--- config.mk ---
export PLATFORM = sky130hd
export DESIGN_NAME = sync_crc8_packet_deframer_unit
export DESIGN_NICKNAME = d
export VERILOG_FILES = /design/src/scpd_pkg.sv /design/src/sync_crc8_packet_deframer_unit.sv /design/src/scpd_ctrl.sv /design/src/scpd_datapath.sv
export SDC_FILE = /design/constraint.sdc
export NUM_CORES = 1
export LEC_CHECK = 0
export ABC_AREA = 1
export BUFFER_PORTS_ARGS = -buffer_cell sky130_fd_sc_hd__buf_2
export CORE_UTILIZATION = 50
export CTS_BUF_LIST = sky130_fd_sc_hd__clkbuf_8
export DETAILED_ROUTE_END_ITERATION = 7
export PLACE_DENSITY = 0.73
export SLEW_MARGIN = 15
export SYNTH_ARGS = -nofsm -noshare
export SYNTH_HDL_FRONTEND = slang
export SYNTH_SLANG_ARGS = --single-unit
--- constraint.sdc ---
create_clock -name clk -period 8.2 [get_ports clk]
set_input_delay 0.82 -clock clk [delete_from_list [all_inputs] [get_ports clk]]
set_output_delay 0.82 -clock clk [all_outputs]
set_load 0.005 [all_outputs]
--- src/scpd_pkg.sv ---
// Shared types, constants and the CRC-8 step function for the deframer.
// No dependencies; used by the controller, datapath, top level and checker.
`default_nettype none

package scpd_pkg;

    // Result kinds
    localparam logic [1:0] KIND_PAYLOAD = 2'd0;
    localparam logic [1:0] KIND_CRC_ERR = 2'd1;
    localparam logic [1:0] KIND_TICK    = 2'd2;

    // Configuration register indexes
    localparam logic [1:0] REG_READY_MASK    = 2'd0;
    localparam logic [1:0] REG_TIMEOUT_LIMIT = 2'd1;
    localparam logic [1:0] REG_SYNC_FIRST    = 2'd2;
    localparam logic [1:0] REG_SYNC_SECOND   = 2'd3;

    // Configuration reset values
    localparam logic [15:0] RST_READY_MASK    = 16'h001D;
    localparam logic [7:0]  RST_TIMEOUT_LIMIT = 8'd10;
    localparam logic [7:0]  RST_SYNC_FIRST    = 8'h34;
    localparam logic [7:0]  RST_SYNC_SECOND   = 8'h12;

    // CRC-8, MSB first
    localparam logic [7:0] CRC_POLY = 8'h31;
    localparam logic [7:0] CRC_INIT = 8'hFF;

    localparam logic [7:0] TIMEOUT_MAX   = 8'hFF;
    localparam logic [3:0] PRESCALE_LAST = 4'hF;

    // Receive hunt state
    typedef enum logic [1:0] {
        HS_FIRST,
        HS_SECOND,
        HS_COLLECT,
        HS_LOCKED
    } scpd_hunt_t;

    // Controller state
    typedef enum logic [1:0] {
        CS_IDLE,
        CS_SINGLE,
        CS_READ,
        CS_PAYLOAD
    } scpd_state_t;

    // Controller to datapath commands
    typedef struct packed {
        logic accept;
        logic rd_en;
        logic cnt_inc;
    } scpd_cmd_t;

    // Datapath to controller status
    typedef struct packed {
        logic is_tick;
        logic frame_end;
        logic crc_ok;
        logic cnt_last;
    } scpd_sts_t;

    // One byte through the CRC-8 register
    function automatic logic [7:0] crc8_next(input logic [7:0] crc, input logic [7:0] b);
        logic [7:0] c;
        c = crc ^ b;
        for (int k = 0; k < 8; k++) begin
            c = c[7] ? ((c << 1) ^ CRC_POLY) : (c << 1);
        end
        return c;
    endfunction

endpackage

`default_nettype wire

--- src/sync_crc8_packet_deframer_unit.sv ---
// Top level of the sync-word CRC-8 packet deframer.
// Depends on scpd_pkg, scpd_ctrl and scpd_datapath.
//
//  Channel  Direction  Handshake              Payload
//  in       sink       in_valid / in_stall    cmd, rx_byte
//  out      source     out_valid / out_stall  kind .. frame_count
//  cfg      sink       cfg_we                 cfg_addr, cfg_wdata
//
// A byte that yields no result is not stalled; the next one is taken at once.
// A tick or CRC error is taken in, then its one result is sent from CS_SINGLE.
// A good frame drains PAYLOAD_BYTES results, each a memory read (CS_READ), then
// the transfer (CS_PAYLOAD), before the next byte is taken.
// Input is stalled while a result waits; an output stall holds the result.
// Reset is asynchronous; no clearing pass follows it.
`default_nettype none

module sync_crc8_packet_deframer_unit #(
    parameter int PAYLOAD_BYTES = 8
) (
    input  wire logic        clk,
    input  wire logic        rst_n,
    input  wire logic        cfg_we,
    input  wire logic [1:0]  cfg_addr,
    input  wire logic [15:0] cfg_wdata,
    input  wire logic        in_valid,
    output logic             in_stall,
    input  wire logic        cmd,
    input  wire logic [7:0]  rx_byte,
    output logic             out_valid,
    input  wire logic        out_stall,
    output logic [1:0]       kind,
    output logic [7:0]       payload_byte,
    output logic [5:0]       byte_offset,
    output logic [3:0]       packet_index,
    output logic [3:0]       packet_id,
    output logic             last,
    output logic [15:0]      updated_bits,
    output logic             timeout_flag,
    output logic             diag_request,
    output logic             ready_res,
    output logic [15:0]      frame_count
);
    import scpd_pkg::*;

    scpd_cmd_t ctl_cmd;
    scpd_sts_t ctl_sts;

    // Sequence transfers
    scpd_ctrl u_ctrl (
        .clk       (clk),
        .rst_n     (rst_n),
        .in_valid  (in_valid),
        .in_stall  (in_stall),
        .out_valid (out_valid),
        .out_stall (out_stall),
        .ctl_sts   (ctl_sts),
        .ctl_cmd   (ctl_cmd)
    );

    // Frame state, payload store and result fields
    scpd_datapath #(
        .PAYLOAD_BYTES (PAYLOAD_BYTES)
    ) u_datapath (
        .clk          (clk),
        .rst_n        (rst_n),
        .cfg_we       (cfg_we),
        .cfg_addr     (cfg_addr),
        .cfg_wdata    (cfg_wdata),
        .cmd          (cmd),
        .rx_byte      (rx_byte),
        .ctl_cmd      (ctl_cmd),
        .ctl_sts      (ctl_sts),
        .kind         (kind),
        .payload_byte (payload_byte),
        .byte_offset  (byte_offset),
        .packet_index (packet_index),
        .packet_id    (packet_id),
        .last         (last),
        .updated_bits (updated_bits),
        .timeout_flag (timeout_flag),
        .diag_request (diag_request),
        .ready_res    (ready_res),
        .frame_count  (frame_count)
    );

endmodule

`default_nettype wire

--- src/scpd_ctrl.sv ---
// Controller state machine: input acceptance and result sequencing.
// Depends on scpd_pkg for state, command and status types.
`default_nettype none

module scpd_ctrl (
    input  wire logic              clk,
    input  wire logic              rst_n,
    input  wire logic              in_valid,
    output logic                   in_stall,
    output logic                   out_valid,
    input  wire logic              out_stall,
    input  wire scpd_pkg::scpd_sts_t ctl_sts,
    output scpd_pkg::scpd_cmd_t    ctl_cmd
);
    import scpd_pkg::*;

    scpd_state_t state_reg;
    scpd_state_t state_next;

    // Hold the state
    always_ff @(posedge clk or negedge rst_n) begin
        if (!rst_n) begin
            state_reg <= CS_IDLE;
        end
        else begin
            state_reg <= state_next;
        end
    end

    // Decide next state and issue datapath commands
    always_comb begin
        state_next      = state_reg;
        ctl_cmd         = '0;
        in_stall        = 1'b1;
        out_valid       = 1'b0;
        case (state_reg)
            CS_IDLE: begin
                in_stall       = 1'b0;
                ctl_cmd.accept = in_valid;
                if (in_valid) begin
                    if (ctl_sts.is_tick || (ctl_sts.frame_end && !ctl_sts.crc_ok)) begin
                        state_next = CS_SINGLE;
                    end
                    else if (ctl_sts.frame_end) begin
                        state_next = CS_READ;
                    end
                end
            end
            CS_SINGLE: begin
                out_valid = 1'b1;
                if (!out_stall) begin
                    state_next = CS_IDLE;
                end
            end
            CS_READ: begin
                ctl_cmd.rd_en = 1'b1;
                state_next    = CS_PAYLOAD;
            end
            CS_PAYLOAD: begin
                out_valid = 1'b1;
                if (!out_stall) begin
                    if (ctl_sts.cnt_last) begin
                        state_next = CS_IDLE;
                    end
                    else begin
                        ctl_cmd.cnt_inc = 1'b1;
                        state_next      = CS_READ;
                    end
                end
            end
            default: begin
                state_next = CS_IDLE;
            end
        endcase
    end

endmodule

`default_nettype wire

--- src/scpd_datapath.sv ---
// Datapath: config registers, hunt/CRC state, payload memory, timeout and
// result fields. Depends on scpd_pkg; driven by scpd_ctrl commands.
`default_nettype none

module scpd_datapath #(
    parameter int PAYLOAD_BYTES = 8
) (
    input  wire logic                clk,
    input  wire logic                rst_n,
    input  wire logic                cfg_we,
    input  wire logic [1:0]          cfg_addr,
    input  wire logic [15:0]         cfg_wdata,
    input  wire logic                cmd,
    input  wire logic [7:0]          rx_byte,
    input  wire scpd_pkg::scpd_cmd_t ctl_cmd,
    output scpd_pkg::scpd_sts_t      ctl_sts,
    output logic [1:0]               kind,
    output logic [7:0]               payload_byte,
    output logic [5:0]               byte_offset,
    output logic [3:0]               packet_index,
    output logic [3:0]               packet_id,
    output logic                     last,
    output logic [15:0]              updated_bits,
    output logic                     timeout_flag,
    output logic                     diag_request,
    output logic                     ready_res,
    output logic [15:0]              frame_count
);
    import scpd_pkg::*;

    localparam int IDX_W = (PAYLOAD_BYTES > 1) ? $clog2(PAYLOAD_BYTES) : 1;
    localparam int POS_W = $clog2(PAYLOAD_BYTES + 4);

    localparam logic [POS_W-1:0] POS_PAY   = POS_W'(2);
    localparam logic [POS_W-1:0] POS_INDEX = POS_W'(PAYLOAD_BYTES + 2);
    localparam logic [POS_W-1:0] POS_CRC   = POS_W'(PAYLOAD_BYTES + 3);
    localparam logic [IDX_W-1:0] IDX_LAST  = IDX_W'(PAYLOAD_BYTES - 1);

    // Configuration
    logic [15:0] ready_mask_reg;
    logic [7:0]  timeout_limit_reg;
    logic [7:0]  sync_first_reg;
    logic [7:0]  sync_second_reg;

    // Receive and timeout state
    scpd_hunt_t       hunt_reg, hunt_next;
    logic [POS_W-1:0] pos_reg, pos_next;
    logic [7:0]       crc_reg, crc_next;
    logic [7:0]       index_reg, index_next;
    logic [15:0]      updated_reg, updated_next;
    logic [7:0]       tcount_reg, tcount_next;
    logic             tflag_reg, tflag_next;
    logic [3:0]       prescale_reg, prescale_next;
    logic [15:0]      frames_reg, frames_next;

    // Result staging
    logic [1:0]       kind_reg, kind_next;
    logic             diag_reg, diag_next;
    logic [IDX_W-1:0] cnt_reg, cnt_next;
    logic [7:0]       rd_data_reg;

    // Payload store
    logic [7:0] mem [PAYLOAD_BYTES];

    logic             in_frame;
    logic             wr_en;
    logic [IDX_W-1:0] wr_addr;
    logic [7:0]       crc_run;
    logic [7:0]       crc_fresh;
    logic [7:0]       tcount_inc;

    assign in_frame   = (hunt_reg == HS_COLLECT) || (hunt_reg == HS_LOCKED);
    assign crc_run    = crc8_next(crc_reg, rx_byte);
    assign crc_fresh  = crc8_next(CRC_INIT, rx_byte);
    assign tcount_inc = (tcount_reg == TIMEOUT_MAX) ? TIMEOUT_MAX : tcount_reg + 8'd1;
    assign wr_en      = ctl_cmd.accept && !cmd && in_frame
                        && (pos_reg >= POS_PAY) && (pos_reg < POS_INDEX);
    assign wr_addr    = IDX_W'(pos_reg - POS_PAY);

    // Report status to the controller
    always_comb begin
        ctl_sts.is_tick   = cmd;
        ctl_sts.frame_end = !cmd && in_frame && (pos_reg == POS_CRC);
        ctl_sts.crc_ok    = (crc_reg == rx_byte);
        ctl_sts.cnt_last  = (cnt_reg == IDX_LAST);
    end

    // Process one accepted byte or tick; advance the drain counter
    always_comb begin
        hunt_next     = hunt_reg;
        pos_next      = pos_reg;
        crc_next      = crc_reg;
        index_next    = index_reg;
        updated_next  = updated_reg;
        tcount_next   = tcount_reg;
        tflag_next    = tflag_reg;
        prescale_next = prescale_reg;
        frames_next   = frames_reg;
        kind_next     = kind_reg;
        diag_next     = diag_reg;
        cnt_next      = cnt_reg;
        if (ctl_cmd.accept) begin
            cnt_next = '0;
            if (cmd) begin
                prescale_next = prescale_reg + 4'd1;
                kind_next     = KIND_TICK;
                diag_next     = (prescale_reg == PRESCALE_LAST);
                if (prescale_reg == PRESCALE_LAST) begin
                    tcount_next = tcount_inc;
                    if (tcount_inc > timeout_limit_reg) begin
                        if (!tflag_reg) begin
                            tflag_next   = 1'b1;
                            updated_next = '0;
                        end
                    end
                    else begin
                        tflag_next = 1'b0;
                    end
                end
            end
            else begin
                case (hunt_reg)
                    HS_FIRST: begin
                        if (rx_byte == sync_first_reg) begin
                            crc_next  = crc_fresh;
                            hunt_next = HS_SECOND;
                        end
                    end
                    HS_SECOND: begin
                        if (rx_byte == sync_second_reg) begin
                            crc_next  = crc_run;
                            hunt_next = HS_COLLECT;
                            pos_next  = POS_PAY;
                        end
                        else if (rx_byte == sync_first_reg) begin
                            crc_next = crc_fresh;
                        end
                        else begin
                            hunt_next = HS_FIRST;
                        end
                    end
                    default: begin
                        if (pos_reg < POS_CRC) begin
                            if (pos_reg == POS_INDEX) begin
                                index_next = rx_byte;
                            end
                            crc_next = crc_run;
                            pos_next = pos_reg + POS_W'(1);
                        end
                        else if (crc_reg != rx_byte) begin
                            // Bad frame: drop lock and hunt again
                            hunt_next = HS_FIRST;
                            pos_next  = '0;
                            crc_next  = CRC_INIT;
                            kind_next = KIND_CRC_ERR;
                            diag_next = 1'b0;
                        end
                        else begin
                            // Good frame: stay locked on the next one
                            tcount_next  = '0;
                            frames_next  = frames_reg + 16'd1;
                            updated_next = updated_reg | (16'd1 << index_reg[3:0]);
                            hunt_next    = HS_LOCKED;
                            pos_next     = '0;
                            crc_next     = CRC_INIT;
                            kind_next    = KIND_PAYLOAD;
                            diag_next    = 1'b0;
                        end
                    end
                endcase
            end
        end
        if (ctl_cmd.cnt_inc) begin
            cnt_next = cnt_reg + IDX_W'(1);
        end
    end

    // Hold configuration and control state
    always_ff @(posedge clk or negedge rst_n) begin
        if (!rst_n) begin
            ready_mask_reg    <= RST_READY_MASK;
            timeout_limit_reg <= RST_TIMEOUT_LIMIT;
            sync_first_reg    <= RST_SYNC_FIRST;
            sync_second_reg   <= RST_SYNC_SECOND;
            hunt_reg          <= HS_FIRST;
            pos_reg           <= '0;
            crc_reg           <= CRC_INIT;
            index_reg         <= '0;
            updated_reg       <= '0;
            tcount_reg        <= '0;
            tflag_reg         <= 1'b0;
            prescale_reg      <= '0;
            frames_reg        <= '0;
        end
        else begin
            if (cfg_we) begin
                case (cfg_addr)
                    REG_READY_MASK:    ready_mask_reg    <= cfg_wdata;
                    REG_TIMEOUT_LIMIT: timeout_limit_reg <= cfg_wdata[7:0];
                    REG_SYNC_FIRST:    sync_first_reg    <= cfg_wdata[7:0];
                    REG_SYNC_SECOND:   sync_second_reg   <= cfg_wdata[7:0];
                    default: begin
                    end
                endcase
            end
            hunt_reg     <= hunt_next;
            pos_reg      <= pos_next;
            crc_reg      <= crc_next;
            index_reg    <= index_next;
            updated_reg  <= updated_next;
            tcount_reg   <= tcount_next;
            tflag_reg    <= tflag_next;
            prescale_reg <= prescale_next;
            frames_reg   <= frames_next;
        end
    end

    // Hold result staging
    always_ff @(posedge clk) begin
        kind_reg <= kind_next;
        diag_reg <= diag_next;
        cnt_reg  <= cnt_next;
    end

    // Write payload bytes, read one for the drain
    always_ff @(posedge clk) begin
        if (wr_en) begin
            mem[wr_addr] <= rx_byte;
        end
        if (ctl_cmd.rd_en) begin
            rd_data_reg <= mem[cnt_reg];
        end
    end

    // Drive result fields from held state
    assign kind         = kind_reg;
    assign payload_byte = (kind_reg == KIND_PAYLOAD) ? rd_data_reg : 8'd0;
    assign byte_offset  = (kind_reg == KIND_PAYLOAD) ? 6'(cnt_reg) : 6'd0;
    assign packet_index = index_reg[3:0];
    assign packet_id    = index_reg[7:4];
    assign last         = (kind_reg != KIND_PAYLOAD) || (cnt_reg == IDX_LAST);
    assign updated_bits = updated_reg;
    assign timeout_flag = tflag_reg;
    assign diag_request = diag_reg;
    assign ready_res    = ((updated_reg & ready_mask_reg) == ready_mask_reg);
    assign frame_count  = frames_reg;

endmodule

`default_nettype wire

==> summary.txt <==
Outcome
  • Status: finished clean

Clocking
  • Clock Path Buffers: 2
  • Hold_buf cts: 0
  • Total CTS buffers: 17
  • Clock root cell: clkbuf_8
  • Setup bufs post-CTS: 0
  • PostCTS Resize Cnt: 0
  • Sink Count: ~190
  • Clock latency on the worst-skew pair: 470 ps
  • Depth of the CTS H-tree: 4
  • Worst-path clk slew: 100 ps
  • CTS tree: yes

Drt
  • Total number of vias: approximately 7900
  • Remaining DRCs: 0
  • Routed len/inst: 15.6 um
  • Number of routed nets with antenna violations: 0
  • First-pass detailed-route iteration total: 5
  • Final wirelength: 23.3 mm
  • Initial DRC count: 556
  • Vias per inst: between 5 and 6

Timing
  • Layout Skew: ~17 ps
  • Slew HR: 25.4%
  • Final TNS setup: 0 ps
  • Worst slew pin tran: 1110 ps
  • Final period utilization: 42.1%
  • Endpoints failing setup: 0
  • Hold Fails Final Rpt: 0
  • RSZ-0062 raised after global routing: no
  • Pins over their slew limit: 0
  • Fmax: approximately 0.29 GHz
  • Min cycle time layout: roughly 3500 ps

Logic synthesis
  • Cell variety after synth: slightly below 50
  • Seq/Total Area, Yosys: between 50% and 60%
  • Ys flop type: dfrtp_1
  • Post-synthesis area per instance: approximately 8.5 um2
  • YS warnings: 0
  • Mapped cell area: approximately 9800 um2
  • Cell count after synthesis: about 1200
  • Asr flop ratio synth: between 50% and 60%
  • Post-synth EDFFs: 78
  • #FFs+latches synth: around 190

Die
  • Rows: 50
  • Die Width: 142 um
  • Die area: 20100 um2
  • Core Region: approximately 19000 um2
  • IO Pins: 94
  • Die Y: approximately 140 um
  • Initial core utilization: about half

Setup path
  • Most frequent CP cell: nand2_1
  • CP bufs+invs: 2
  • Element type at the critical path end: register
  • Ordered cell list for the critical path: ha_1 -> nand2_1 -> inv_1 -> nand2_1 -> nor2_1 -> nand2_1 -> nor3_1 -> inv_1 -> o21ai_0 -> ha_1 -> a21oi_1 -> o21a_1 -> nand2_1 -> nand3b_1 -> nand2_1 -> nand3_4 -> nand2_1 -> nand2_1
  • Startpoint types: register
  • Slowest stage delay, CP: approximately 480 ps
  • CP arrival: 3820 ps
  • Slowest CP cell: nand2_1
  • WP data required: 8570 ps
  • CP Max Fanout: 17
  • Worst path top cell family by delay: simple AND/OR/NAND/NOR gates
  • Worst setup path class: register to register

Power
  • Peak VDD IR: 126 uV
  • Pwr/cell area: between 200 and 250 nW/um2
  • Leak: approximately 0.0049 uW

Cells and area
  • Largest register FFs: 64
  • Layout cells sized above 1: 15.5%
  • Synthesis-to-finish area growth: 9.63%
  • Nets: 1265
  • Register area: 5090 um2
  • Area occupied by multi-input gates: 3990 um2
  • Largest Register: u_datapath.mem
  • Cell area after layout: 10700 um2
  • Fillers: 1721
  • Ant. Diodes: 0

GRT
  • First-pass GRT wire length: ~38 mm
  • GRT Residual Overflow: 0
  • Number of global-route vias before repair: 7377
  • Largest net degree at the start of global routing: 79
  • Initial antenna violation count: 0
  • Total track usage: around 24%

Placed design
  • HPWL Detailed: approximately 17 mm
  • Placed instance area: approximately 10000 um2
  • Routability Congestion: approximately 0.88
  • IO Port Bufs: 90

Flow run
  • Max Cap Violations: 0

Worst hold path
  • Hold Crit Class: input pin to asynchronous set/reset pin
worst paths after layout:
kind / from / end / slack, ps / cells after the start
worst max-delay path: u_datapath.tcount_reg[0]$_DFFE_PN0P_ / u_datapath.updated_bits[12]$_DFFE_PN0P_ / 4750 / 18
worst max register to register: u_datapath.tcount_reg[0]$_DFFE_PN0P_ / u_datapath.updated_bits[12]$_DFFE_PN0P_ / 4750 / 18
worst min register to register: u_datapath.prescale_reg[3]$_DFFE_PN0P_ / u_datapath.prescale_reg[3]$_DFFE_PN0P_ / 490 / 1
max in group asynchronous: rst_n / u_datapath.tcount_reg[0]$_DFFE_PN0P_ / 6570 / 2
min in group clk: u_datapath.prescale_reg[3]$_DFFE_PN0P_ / u_datapath.prescale_reg[3]$_DFFE_PN0P_ / 490 / 1
worst min-delay path: rst_n / u_datapath.frame_count[13]$_DFFE_PN0P_ / 270 / 1
area by class of cell:
class / instances / share of cell area, %
Clock inverter: 15 / 1.32
Sequential cell: 187 / 47.5
Clock buffer: 17 / 2.18
Timing Repair Buffer: 92 / 4.36
Multi-Input combinational cell: 795 / 37.2
Tap cell: 260 / 3.03
Inverter: 126 / 4.47
synthesized netlist by cell type, drive strengths merged, types with 2 or more instances:
cell    count  area [um2]
o22ai      11        68.8
or2         2        12.5
nand3      53         288
a31oi       9        56.3
dfstp      19         499
nand2     319        1220
dfrtp      90        2250
o21ai     107         551
mux2        8        90.1
nand3b      3        22.5
a21oi      28         144
clkinv      5        22.5
a221oi      4        35.0
nor2      135         553
nand4      36         231
inv       121         457
xor2       16         140
nor3       10        50.1
edfxtp     78        2340
clkbuf     22        82.6
buf        22         156
ha         14         175
xnor2      28         253
nor4        4        25.0
layout by cell type, fill, tap and decap left out, types with 2 or more instances in the layout:
cell type and count:
nor2_4 3, dfrtp_1 90, clkinv_1 2, mux2_2 8
a21oi_1 27, or2_2 2, ha_1 14, buf_2 89
conb_1 3, xor2_1 16, nand3_1 50, o21ai_0 93
clkinvlp_4 3, buf_4 3, nor3_1 9, nand4_1 35
nand2_1 310, inv_2 10, inv_1 112, edfxtp_1 78
inv_6 4, nand3b_1 3, nor2_1 128, nor2_2 3
a221oi_1 4, nor4_1 4, o21ai_1 12, nand2_2 8
a31oi_1 9, nand3_2 2, clkbuf_8 17, o22ai_1 11
clkinv_2 4, dfstp_2 19, xnor2_1 27
kinds of logic (layout without fill, tap and decap cells):
group           count (synthesis)  in the layout  share of synthesized area, %
simple gates                  563            563                          24.7
other cells                     1              3                        0.0383
flops                         187            187                          52.0
xor+xnor                       44             44                          4.01
fa+ha+maj                      14             14                          1.79
buf+inv                       170            250                          7.34
compound gates                162            162                          8.97
mux                             9              9                          1.15
per-layer routing:
layer  share of wire, %  track usage, %  routed length, um  vias up
li1                   -               -                  -     3905
met1                 45            32.0              10500     3734
met2                 48            41.4              11300      227
met3                4.8            3.98               1130       28
met4                1.9            7.58                452        0
met5                  0               0                  0        -
through the flow:
stage	total power (uW)	utilization [%]	setup WS [ps]	hold slack, ps	std cells
after floorplan	1700	-	5620	446	1152
after global placement	1870	54.6	5050	464	1460
after detailed placement	1880	54.6	4830	465	1460
after CTS	2470	56.6	4820	275	1492
after global routing	2620	56.6	4350	286	1492
final	2460	56.6	4750	273	1492
power by group:
part | switching [uW] | internal (uW) | leakage (uW)
registers | 90.8 | 1100 | 0.00205
clock network | 348 | 245 | 0.000187
logic | 447 | 229 | 0.00264
total | 886 | 1580 | 0.00488
Power figures use the tool's default switching activity.
